<file path="config.mk">
export PLATFORM = sky130hd
export DESIGN_NAME = serial_frame_crc_codec
export DESIGN_NICKNAME = d
export VERILOG_FILES = /design/src/rtl/sfcc_pkg.sv /design/src/rtl/sfcc_tx.sv /design/src/rtl/sfcc_rx.sv /design/src/rtl/sfcc_resq.sv /design/src/rtl/serial_frame_crc_codec.sv
export SDC_FILE = /design/constraint.sdc
export NUM_CORES = 1
export LEC_CHECK = 0
export BUFFER_PORTS_ARGS = -buffer_cell sky130_fd_sc_hd__buf_2
export CORE_ASPECT_RATIO = 1.5
export CORE_MARGIN = 3
export CORE_UTILIZATION = 55
export CTS_BUF_LIST = sky130_fd_sc_hd__clkbuf_8 sky130_fd_sc_hd__clkbuf_16
export CTS_CLUSTER_SIZE = 8
export DETAILED_ROUTE_END_ITERATION = 10
export GPL_TIMING_DRIVEN = 0
export PLACE_DENSITY = 0.73
export SLEW_MARGIN = 30
export SYNTH_ARGS = -nofsm -noshare
export SYNTH_HDL_FRONTEND = slang
export SYNTH_HIERARCHICAL = 1
export SYNTH_SLANG_ARGS = --single-unit
</file>
<file path="constraint.sdc">
create_clock -name clk -period 6.9 [get_ports clk]
set_clock_uncertainty 0.2 [all_clocks]
set_input_delay 2.07 -clock clk [delete_from_list [all_inputs] [get_ports clk]]
set_output_delay 2.07 -clock clk [all_outputs]
set_load 0.02 [all_outputs]
</file>
<file path="src/rtl/sfcc_pkg.sv">
// Shared types, constants and the CRC-16/ARC byte update for the framed link codec.
`default_nettype none

package sfcc_pkg;

	// Request and result payloads
	typedef struct packed {
		logic       req_type;
		logic [7:0] data_byte;
		logic       frame_end;
	} req_t;

	typedef struct packed {
		logic [7:0] out_byte;
		logic       out_kind;
		logic [2:0] rx_status;
		logic       run_last;
	} res_t;

	// Up to three results caused by one request, first result in entry 0
	localparam int unsigned MAX_RES = 3;

	typedef struct packed {
		logic [1:0]               cnt;
		res_t [MAX_RES-1:0]       r;
	} res_set_t;

	// Request kinds and result kinds
	localparam logic REQ_SEND = 1'b0;
	localparam logic REQ_RECV = 1'b1;
	localparam logic KIND_TX  = 1'b0;
	localparam logic KIND_RX  = 1'b1;

	// Receive status codes
	localparam logic [2:0] RX_PENDING   = 3'd0;
	localparam logic [2:0] RX_ACK       = 3'd1;
	localparam logic [2:0] RX_BAD_START = 3'd2;
	localparam logic [2:0] RX_BAD_OP    = 3'd3;
	localparam logic [2:0] RX_BAD_CRC   = 3'd4;

	// Configuration register map
	localparam int unsigned CFG_IDX_W    = 8;
	localparam logic [CFG_IDX_W-1:0] CFG_START_BYTE = 8'd0;
	localparam logic [CFG_IDX_W-1:0] CFG_ACK_CODE   = 8'd1;
	localparam logic [7:0] START_BYTE_RST = 8'hAA;
	localparam logic [7:0] ACK_CODE_RST   = 8'h03;

	// Reflected form of polynomial 0x8005
	localparam logic [15:0] CRC_POLY_REFL = 16'hA001;

	// Fold one byte into a CRC-16/ARC value, least significant bit first
	function automatic logic [15:0] crc16_arc_byte(input logic [15:0] crc_in,
		input logic [7:0] b);
		logic [15:0] c;
		c = crc_in ^ {8'h00, b};
		for (int k = 0; k < 8; k++) begin
			if (c[0]) begin
				c = (c >> 1) ^ CRC_POLY_REFL;
			end else begin
				c = c >> 1;
			end
		end
		return c;
	endfunction

endpackage

`default_nettype wire

</file>
<file path="src/rtl/sfcc_tx.sv">
// Transmit framer: pass bytes through, keep the running CRC, append it on frame end.
`default_nettype none

module sfcc_tx (
	input  wire logic                clk,
	input  wire logic                arst_n,
	input  wire logic                fire,
	input  wire logic [7:0]          data_byte,
	input  wire logic                frame_end,
	output sfcc_pkg::res_set_t       set
);

	logic [15:0] tx_crc_q;
	logic [15:0] crc_nxt;

	assign crc_nxt = sfcc_pkg::crc16_arc_byte(tx_crc_q, data_byte);

	// Build the byte, then CRC high and low bytes when the frame closes
	always_comb begin
		set = '0;
		set.r[0].out_byte = data_byte;
		set.r[0].out_kind = sfcc_pkg::KIND_TX;
		set.r[1].out_byte = crc_nxt[15:8];
		set.r[1].out_kind = sfcc_pkg::KIND_TX;
		set.r[2].out_byte = crc_nxt[7:0];
		set.r[2].out_kind = sfcc_pkg::KIND_TX;
		set.r[2].run_last = 1'b1;
		if (frame_end) begin
			set.cnt = 2'd3;
		end else begin
			set.cnt = 2'd1;
			set.r[0].run_last = 1'b1;
		end
	end

	// Advance the CRC, clear it after the frame
	always_ff @(posedge clk or negedge arst_n) begin
		if (!arst_n) begin
			tx_crc_q <= '0;
		end else if (fire) begin
			tx_crc_q <= frame_end ? 16'h0000 : crc_nxt;
		end
	end

endmodule

`default_nettype wire

</file>
<file path="src/rtl/sfcc_rx.sv">
// Receive parser: check start, acknowledge opcode and big-endian CRC of a frame.
`default_nettype none

module sfcc_rx (
	input  wire logic        clk,
	input  wire logic        arst_n,
	input  wire logic        fire,
	input  wire logic [7:0]  data_byte,
	input  wire logic [7:0]  start_byte,
	input  wire logic [7:0]  ack_code,
	output logic [2:0]       status
);

	typedef enum logic [1:0] {
		WAIT_START = 2'd0,
		WAIT_OP    = 2'd1,
		WAIT_HI    = 2'd2,
		WAIT_LO    = 2'd3
	} phase_t;

	phase_t      phase_q, phase_nxt;
	logic [15:0] rx_crc_q, crc_nxt;
	logic [7:0]  crc_hi_q;

	// Decide status and next parser state for this byte
	always_comb begin
		phase_nxt = phase_q;
		crc_nxt   = rx_crc_q;
		status    = sfcc_pkg::RX_PENDING;
		case (phase_q)
			WAIT_START: begin
				if (data_byte == start_byte) begin
					crc_nxt   = sfcc_pkg::crc16_arc_byte(16'h0000, data_byte);
					phase_nxt = WAIT_OP;
				end else begin
					status  = sfcc_pkg::RX_BAD_START;
					crc_nxt = '0;
				end
			end
			WAIT_OP: begin
				if (data_byte == ack_code) begin
					crc_nxt   = sfcc_pkg::crc16_arc_byte(rx_crc_q, data_byte);
					phase_nxt = WAIT_HI;
				end else begin
					status    = sfcc_pkg::RX_BAD_OP;
					crc_nxt   = '0;
					phase_nxt = WAIT_START;
				end
			end
			WAIT_HI: begin
				phase_nxt = WAIT_LO;
			end
			WAIT_LO: begin
				status    = ({crc_hi_q, data_byte} == rx_crc_q) ?
					sfcc_pkg::RX_ACK : sfcc_pkg::RX_BAD_CRC;
				crc_nxt   = '0;
				phase_nxt = WAIT_START;
			end
			default: begin
				crc_nxt   = '0;
				phase_nxt = WAIT_START;
			end
		endcase
	end

	// Hold parser state between received bytes
	always_ff @(posedge clk or negedge arst_n) begin
		if (!arst_n) begin
			phase_q  <= WAIT_START;
			rx_crc_q <= '0;
			crc_hi_q <= '0;
		end else if (fire) begin
			phase_q  <= phase_nxt;
			rx_crc_q <= crc_nxt;
			if (phase_q == WAIT_HI) begin
				crc_hi_q <= data_byte;
			end
		end
	end

endmodule

`default_nettype wire

</file>
<file path="src/rtl/sfcc_resq.sv">
// Result register: holds up to three results of one request and drains them in order.
`default_nettype none

module sfcc_resq (
	input  wire logic                 clk,
	input  wire logic                 arst_n,
	input  wire logic                 push,
	input  wire sfcc_pkg::res_set_t   set,
	output logic                      free,
	output logic                      res_valid,
	input  wire logic                 res_stall,
	output sfcc_pkg::res_t            res
);

	sfcc_pkg::res_t [sfcc_pkg::MAX_RES-1:0] res_q;
	logic [1:0] cnt_q;
	logic       pop;

	assign res_valid = (cnt_q != 2'd0);
	assign res       = res_q[0];
	assign pop       = res_valid && !res_stall;
	// Room for a new request once the last waiting result leaves
	assign free      = (cnt_q == 2'd0) || ((cnt_q == 2'd1) && pop);

	// Track how many results wait
	always_ff @(posedge clk or negedge arst_n) begin
		if (!arst_n) begin
			cnt_q <= '0;
		end else if (push) begin
			cnt_q <= set.cnt;
		end else if (pop) begin
			cnt_q <= cnt_q - 2'd1;
		end
	end

	// Load a new set or advance the line of waiting results
	always_ff @(posedge clk) begin
		if (push) begin
			res_q <= set.r;
		end else if (pop) begin
			res_q[0] <= res_q[1];
			res_q[1] <= res_q[2];
		end
	end

endmodule

`default_nettype wire

</file>
<file path="src/rtl/serial_frame_crc_codec.sv">
// Framed link codec top level: CRC-16/ARC transmit framer and acknowledge parser.
// The first result of a request is registered and valid in the cycle after it is accepted.
// Throughput: one request per cycle while results are taken; a send request with
// frame_end yields three results and stalls requests until the last one is taken.
// Reset clears both CRCs and the parser and loads start_byte 0xAA, ack_code 0x03.
// Configuration writes are always ready and take effect on the next request.
`default_nettype none

module serial_frame_crc_codec (
	input  wire logic                           clk,
	input  wire logic                           arst_n,
	input  wire logic                           req_valid,
	output logic                                req_stall,
	input  wire sfcc_pkg::req_t                 req,
	output logic                                res_valid,
	input  wire logic                           res_stall,
	output sfcc_pkg::res_t                      res,
	input  wire logic                           cfg_valid,
	output logic                                cfg_ready,
	input  wire logic [sfcc_pkg::CFG_IDX_W-1:0] cfg_index,
	input  wire logic [7:0]                     cfg_data
);

	logic               free, push, tx_fire, rx_fire;
	logic [7:0]         start_byte_q, ack_code_q;
	logic [2:0]         rx_status;
	sfcc_pkg::res_set_t tx_set, set;

	assign cfg_ready = 1'b1;
	assign req_stall = !free;
	assign push      = req_valid && free;
	assign tx_fire   = push && (req.req_type == sfcc_pkg::REQ_SEND);
	assign rx_fire   = push && (req.req_type == sfcc_pkg::REQ_RECV);

	// Configuration registers
	always_ff @(posedge clk or negedge arst_n) begin
		if (!arst_n) begin
			start_byte_q <= sfcc_pkg::START_BYTE_RST;
			ack_code_q   <= sfcc_pkg::ACK_CODE_RST;
		end else if (cfg_valid && cfg_ready) begin
			if (cfg_index == sfcc_pkg::CFG_START_BYTE) begin
				start_byte_q <= cfg_data;
			end
			if (cfg_index == sfcc_pkg::CFG_ACK_CODE) begin
				ack_code_q <= cfg_data;
			end
		end
	end

	sfcc_tx u_tx (
		.clk       (clk),
		.arst_n    (arst_n),
		.fire      (tx_fire),
		.data_byte (req.data_byte),
		.frame_end (req.frame_end),
		.set       (tx_set)
	);

	sfcc_rx u_rx (
		.clk        (clk),
		.arst_n     (arst_n),
		.fire       (rx_fire),
		.data_byte  (req.data_byte),
		.start_byte (start_byte_q),
		.ack_code   (ack_code_q),
		.status     (rx_status)
	);

	// Select the result set of the request direction
	always_comb begin
		if (req.req_type == sfcc_pkg::REQ_SEND) begin
			set = tx_set;
		end else begin
			set = '0;
			set.cnt = 2'd1;
			set.r[0].out_kind  = sfcc_pkg::KIND_RX;
			set.r[0].rx_status = rx_status;
			set.r[0].run_last  = 1'b1;
		end
	end

	sfcc_resq u_resq (
		.clk       (clk),
		.arst_n    (arst_n),
		.push      (push),
		.set       (set),
		.free      (free),
		.res_valid (res_valid),
		.res_stall (res_stall),
		.res       (res)
	);

endmodule

`default_nettype wire

</file>
# Word level (Yosys, flattened, before mapping)
# Index checks and enable logic that the tools add are counted.
[word_totals] memories=0 latch_bits=0 output_inout_bits=16 ram_bits=0 romBits=0 word_cells=145 register_bits=99 input_bits=31
[classes] shifts=0 reduce_logical=19 multipliers=0 n_div=0 add_sub_neg=1 order_cmp=0 n_mux=70 bitwise_logic=27 eq_ne=9
[ops] operator="16-bit 2-to-1 mux" count=55
[ops] operator="2-bit inverter with 3-bit output" count=23
[ops] operator="26-bit 2-to-1 mux" count=2
[ops] operator="16-bit case mux with 3 select lines" count=1
[ops] operator="41-bit 2-to-1 mux" count=1
[ops] operator="16-bit by 8-bit XOR with 16-bit output" count=2
[ops] operator="16-bit equality test" count=1
[ops] operator="8-bit equality test" count=2
[ops] operator="2-bit 2-to-1 mux" count=7
[ops] operator="2-bit AND reduction" count=5
[ops] operator="3-bit case mux with 3 select lines" count=1
[ops] operator="8-bit by 1-bit equality test with 1-bit output (second input constant)" count=1
[ops] operator="8-bit logical NOT" count=1
[ops] operator="2-bit case mux with 4 select lines" count=1
[ops] operator="1-bit logical AND" count=5
[ops] operator="2-bit by 1-bit equality test with 1-bit output (second input constant)" count=2
[ops] operator="2-bit equality test (second input constant)" count=2
[ops] operator="2-bit logical NOT" count=2
[ops] operator="2-bit nonzero test" count=2
[ops] operator="3-bit 2-to-1 mux" count=1
[ops] operator="1-bit inverter with 3-bit output" count=1
[ops] operator="3-bit nonzero test" count=1
[ops] operator="1-bit logical NOT" count=2
[ops] operator="2-bit by 1-bit inequality test with 1-bit output (second input constant)" count=1
[ops] operator="other kinds (4)" count=4

# Longest topological paths before layout
[logic_depth] depth_word=33 ltp_mapped=10 ltp_nobuf=8

# Modules after synthesis
# Netlist, hierarchy kept.
[by_module_without_submodules] module="sfcc_rx" area_per_inst_um2=1831.8 n_inst=1 cells_each=184 seq_area_each_um2=650.6
[by_module_without_submodules] module="sfcc_resq" area_per_inst_um2=1726.7 n_inst=1 cells_each=99 seq_area_each_um2=1221.2
[by_module_without_submodules] module="sfcc_tx" area_per_inst_um2=1132.3 n_inst=1 cells_each=115 seq_area_each_um2=400.4
[by_module_without_submodules] module="serial_frame_crc_codec" area_per_inst_um2=1017.2 n_inst=1 cells_each=89 seq_area_each_um2=407.9

# Worst setup path after synthesis
# Ideal clock, no wire load.
[synth_path] kind="input port to output port" start="in res_stall" end="out req_stall" n_path_buf=0 t_required_ps=4630 path_slack_ps=2219 t_arrival_ps=2411 stages=2 path_cell_list="o21ai_0 inv_1"
[synth_via] elab_chain_len=5
[synth_rtl] item="start: declaration" line_no="serial_frame_crc_codec.sv:16" rtl="input wire logic res_stall,"
[synth_rtl] item="1-bit logical NOT" line_no="sfcc_resq.sv:21" rtl="assign pop = res_valid && !res_stall;"
[synth_rtl] item="1-bit logical AND" line_no="sfcc_resq.sv:21"
[synth_rtl] item="1-bit logical AND" line_no="sfcc_resq.sv:23" rtl="assign free = (cnt_q == 2'd0) || ((cnt_q == 2'd1) && pop);"
[synth_rtl] item="1-bit logical OR" line_no="sfcc_resq.sv:23"
[synth_rtl] item="1-bit logical NOT" line_no="serial_frame_crc_codec.sv:30" rtl="assign req_stall = !free;"
[synth_rtl] item="end: declaration" line_no="serial_frame_crc_codec.sv:13" rtl="output logic req_stall,"
# No other way between the ends.

# Worst setup path in the final report
[layout_path] start="in res_stall" end="out req_stall"
[layout_via] elab_chain_len=5
[layout_rtl] item="1-bit logical NOT" line_no="sfcc_resq.sv:21"
[layout_rtl] item="1-bit logical AND" line_no="sfcc_resq.sv:21"
[layout_rtl] item="1-bit logical AND" line_no="sfcc_resq.sv:23"
[layout_rtl] item="1-bit logical OR" line_no="sfcc_resq.sv:23"
[layout_rtl] item="via free" line_no="serial_frame_crc_codec.sv:24" rtl="logic free, push, tx_fire, rx_fire;"
[layout_rtl] item="1-bit logical NOT" line_no="serial_frame_crc_codec.sv:30"
# The timed path passes the listed nets, and every way through them passes these cells.

==> metrics.log <==
INFO  metric synth-seq-cells = 99
INFO  metric worst_ep_arrival_time = ~2800 ps
INFO  metric timing.reg2reg.worst_path_depth = 10
INFO  metric yosysSeqAreaShare = 0.4695
INFO  metric core_area = ~9900 sq um
INFO  metric required = around 4600 ps
INFO  metric cts_inserted_buffers = 9
INFO  metric insertion_delay_of_the_later_clocked_pin_in_the_worst_skew_pair = 340 ps
INFO  metric worst_setup_path_end_kind = output pin
INFO  metric initial_antenna_violation_count = 0
INFO  metric die_h = 130.8 microns
INFO  metric min_period_over_period = 0.7273
INFO  metric routedWlPerCell = between 15 and 20 microns
INFO  metric synth-warning-count = 6
INFO  metric final_layout_size_suffix_gt1_frac = 0.3554
INFO  metric postSynthAreaPerCell = ~12 sq um
INFO  metric row_count = 44
INFO  metric routed-via-count = 3574
INFO  metric globalRouteOverflowTotal = 0
INFO  metric clkSinkCount = between 90 and 100
INFO  metric post_cts_resized = 0
INFO  metric start_util = 0.5760
INFO  metric clk_root_buffer_cell = clkbuf_16
INFO  metric detail_route.wirelength = 11300 microns
INFO  metric hp-start = u_rx/rx_crc_q[1]$_DFFE_PN0P_
INFO  metric post_route_minimum_period = approximately 5000 ps
INFO  metric clock_path_buffers = 2
INFO  metric yosysUniqueCellTypes = 55
INFO  metric ys_async_sr_fraction = 0.6061
INFO  metric area.growth.synth_to_final = 13.42%
INFO  metric finalHoldViolCount = 0
INFO  metric floorplan.die.width = 89.18 microns
INFO  metric power.static_leakage = 2.862 nW
INFO  metric cts_setup_buffers = 0
INFO  metric yosys_most_used_dff = dfrtp_1
INFO  metric drv.max_cap_violation_count = 0
INFO  metric synth_enable_flop_cells = 39
INFO  metric max_freq = 199.3 MHz
INFO  metric cp_max_fo = 4
INFO  metric grt_first_pass_wirelength = 18420 microns
INFO  metric drt_iter0_drc = approximately 110
INFO  metric diodes = 0
INFO  metric startpoint_type = primary input
INFO  metric reg2reg_to = u_tx/tx_crc_q[11]$_DFFE_PN0P_
INFO  metric ant_nets = 0
INFO  metric ir_worst_vdd = around 380 uV
INFO  metric p_per_area = 410.4 nW/um^2
INFO  metric min_path_type = reg2reg
INFO  metric finalWeightedCongestion = 0.8444
INFO  metric largest_net_degree_at_the_start_of_global_routing = 61
INFO  metric tns = 0 ps
INFO  metric setup_violations = 0
INFO  metric cts_tree = yes
INFO  metric critPathKind = in2out
INFO  metric grt_use_total = 0.2086
INFO  metric dr.pass1.iters = 5
INFO  metric finalMaxSlewViolations = 0
INFO  metric placement.cell_area = between 6000 and 7000 sq um
INFO  metric cts.clk_slew.worst_paths = 60 ps
INFO  metric min_delay_path_depth = 2
INFO  metric layout.core_utilization = 0.6533
INFO  metric post_synthesis_cells = 487
INFO  metric unrepaired_setup_endpoints_after_global_routing = false
INFO  metric via_count_of_the_first_global_routing_pass = around 3800
INFO  metric result_of_the_run = complete, no violations
INFO  metric syn_area = roughly 5700 sq um
INFO  metric worst_slew_pin_slew = between 800 and 900 ps
INFO  metric pin_count = 47
INFO  metric holdBufCountCts = 0
INFO  metric clock_tree.htree_level_count = 3
INFO  metric drc_errors = 0
INFO  metric holdPathEnd = u_rx/rx_crc_q[1]$_DFFE_PN0P_
INFO  metric fin_area = between 6000 and 7000 sq um
INFO  metric viasPerCell = 5.295
INFO  metric numPortBuffers = 44
INFO  metric maxSlewHeadroom = 0.4396
INFO  metric r2r_slack = 3580 ps
INFO  metric critical_path.reg2reg.startpoint = u_resq/cnt_q[1]$_DFFE_PN0P_
INFO  metric hpwlAfterDp = between 8000 and 9000 microns
INFO  metric nNetsFinal = between 500 and 600
INFO  metric fp.dieArea = roughly 12000 sq um
==> cell usage after synthesis, types with 2 or more instances <==
cell type | count | area share
xnor2_2 | 3 | 0.0085
a221oi_1 | 8 | 0.012
xnor3_1 | 3 | 0.012
inv_1 | 21 | 0.014
xnor3_2 | 2 | 0.0083
o22ai_1 | 4 | 0.0044
xnor2_1 | 48 | 0.074
nor2_1 | 22 | 0.014
clkbuf_1 | 15 | 0.0099
or3_1 | 2 | 0.0022
buf_6 | 2 | 0.0039
conb_1 | 3 | 0.0020
or2_2 | 4 | 0.0044
dfstp_2 | 6 | 0.028
or4_1 | 2 | 0.0026
dfrtp_1 | 54 | 0.24
ha_1 | 5 | 0.011
and2_1 | 2 | 0.0022
mux2_4 | 8 | 0.021
a31o_2 | 7 | 0.011
xor2_1 | 17 | 0.026
buf_4 | 46 | 0.060
edfxtp_1 | 39 | 0.21
buf_2 | 6 | 0.0053
nand3_1 | 11 | 0.0096
mux2_2 | 45 | 0.089
nor2b_1 | 43 | 0.047
nand4_1 | 6 | 0.0066
nand2_1 | 21 | 0.014
o21ai_0 | 7 | 0.0061
==> through the flow <==
step | power, mW | worst slack, ps | std cells | hold slack [ps]
CTS | 2.675 | 1879 | 675 | 301.7
floorplan | 1.829 | 2219 | 500 | 259.6
finish | 2.657 | 1882 | 675 | 290.2
global route | 2.816 | 1812 | 675 | 320.8
global placement | 2.051 | 1866 | 659 | 276.2
detailed placement | 2.084 | 1875 | 659 | 286.5
==> where the power goes <==
group	switching [mW]	internal, mW
Combinational	0.542	0.572
Clock	0.227	0.358
Sequential	0.101	0.856
==> area by class of cell <==
cell class                 instances  area [sq um]
timing repair buffer              44         222.7
tap                              115         143.9
sequential                        99          2680
multi-input combinational        311          2544
fill                             792          3436
buffer                            69         454.2
clock buffer                       9         225.2
clock inverter                     7         125.1
inverter                          21         78.83
==> per-layer routing <==
metal,routed length [microns],share of wire,up-vias,track usage
met1,4539,0.40,1771,0.2348
met5,0,0,-,0
li1,-,-,1724,-
met2,6262,0.55,59,0.3843
met4,250,0.022,0,0.08852
met3,245,0.022,20,0.02949
==> cells in the final DEF (no fill, tap or decap), types with 2 or more instances in the layout <==
cell type | Yosys | layout
mux2_4 | 8 | 8
dfstp_2 | 6 | 6
xnor3_1 | 3 | 3
or4_1 | 2 | 2
a221oi_1 | 8 | 8
or2_2 | 4 | 4
edfxtp_1 | 39 | 39
o21ai_0 | 7 | 7
nand2_1 | 21 | 21
xor2_1 | 17 | 17
nand3_1 | 11 | 11
ha_1 | 5 | 5
buf_6 | 2 | 2
nand4_1 | 6 | 6
bufinv_16 | 0 | 3
buf_2 | 6 | 49
clkinvlp_4 | 0 | 2
or3_1 | 2 | 2
a31o_2 | 7 | 7
buf_4 | 46 | 47
nor2b_1 | 43 | 43
and2_1 | 2 | 2
xnor2_1 | 48 | 48
xnor3_2 | 2 | 2
inv_1 | 21 | 21
clkbuf_16 | 0 | 9
dfrtp_1 | 54 | 54
xnor2_2 | 3 | 3
o22ai_1 | 4 | 4
conb_1 | 3 | 16
mux2_2 | 45 | 45
clkbuf_1 | 15 | 15
nor2_1 | 22 | 22
==> worst max-delay path by stage <==
stage | slack, ps | end | depth (start not counted) | start
finish | 1880 | req_stall | 4 | res_stall
global route | 1810 | req_stall | 4 | res_stall
CTS | 1880 | req_stall | 4 | res_stall
detailed placement | 1880 | req_stall | 4 | res_stall
global placement | 1870 | req_stall | 4 | res_stall
floorplan | 2220 | req_stall | 2 | res_stall
==> sequential cells by signal, summed over array words and instances, names as in the netlist, named ones only <==
register	flops
u_rx/crc_hi_q	8
ack_code_q	8
u_rx/phase_q	1
u_tx/tx_crc_q	16
u_resq/cnt_q	2
u_rx/rx_crc_q	16
u_resq/res	13
u_resq/res_q	26
start_byte_q	8
==> kinds of logic after synthesis <==
kind of cell | Yosys count | synth area share
buffers and inverters | 90 | 0.09338
xor gates and xnor gates | 76 | 0.1403
and+or+nand+nor | 123 | 0.1223
adders and majority gates | 5 | 0.01096
DFF | 99 | 0.4695
AOI/OAI and AO/OA | 36 | 0.04801
muxes | 55 | 0.1135
other | 3 | 0.001973
==> worst max-delay path: stages <==
cell and delay [ps]:
buf_2 120, o21ai_0 320, inv_1 70, buf_2 170
Note: power is estimated with default switching activity, not from simulation.
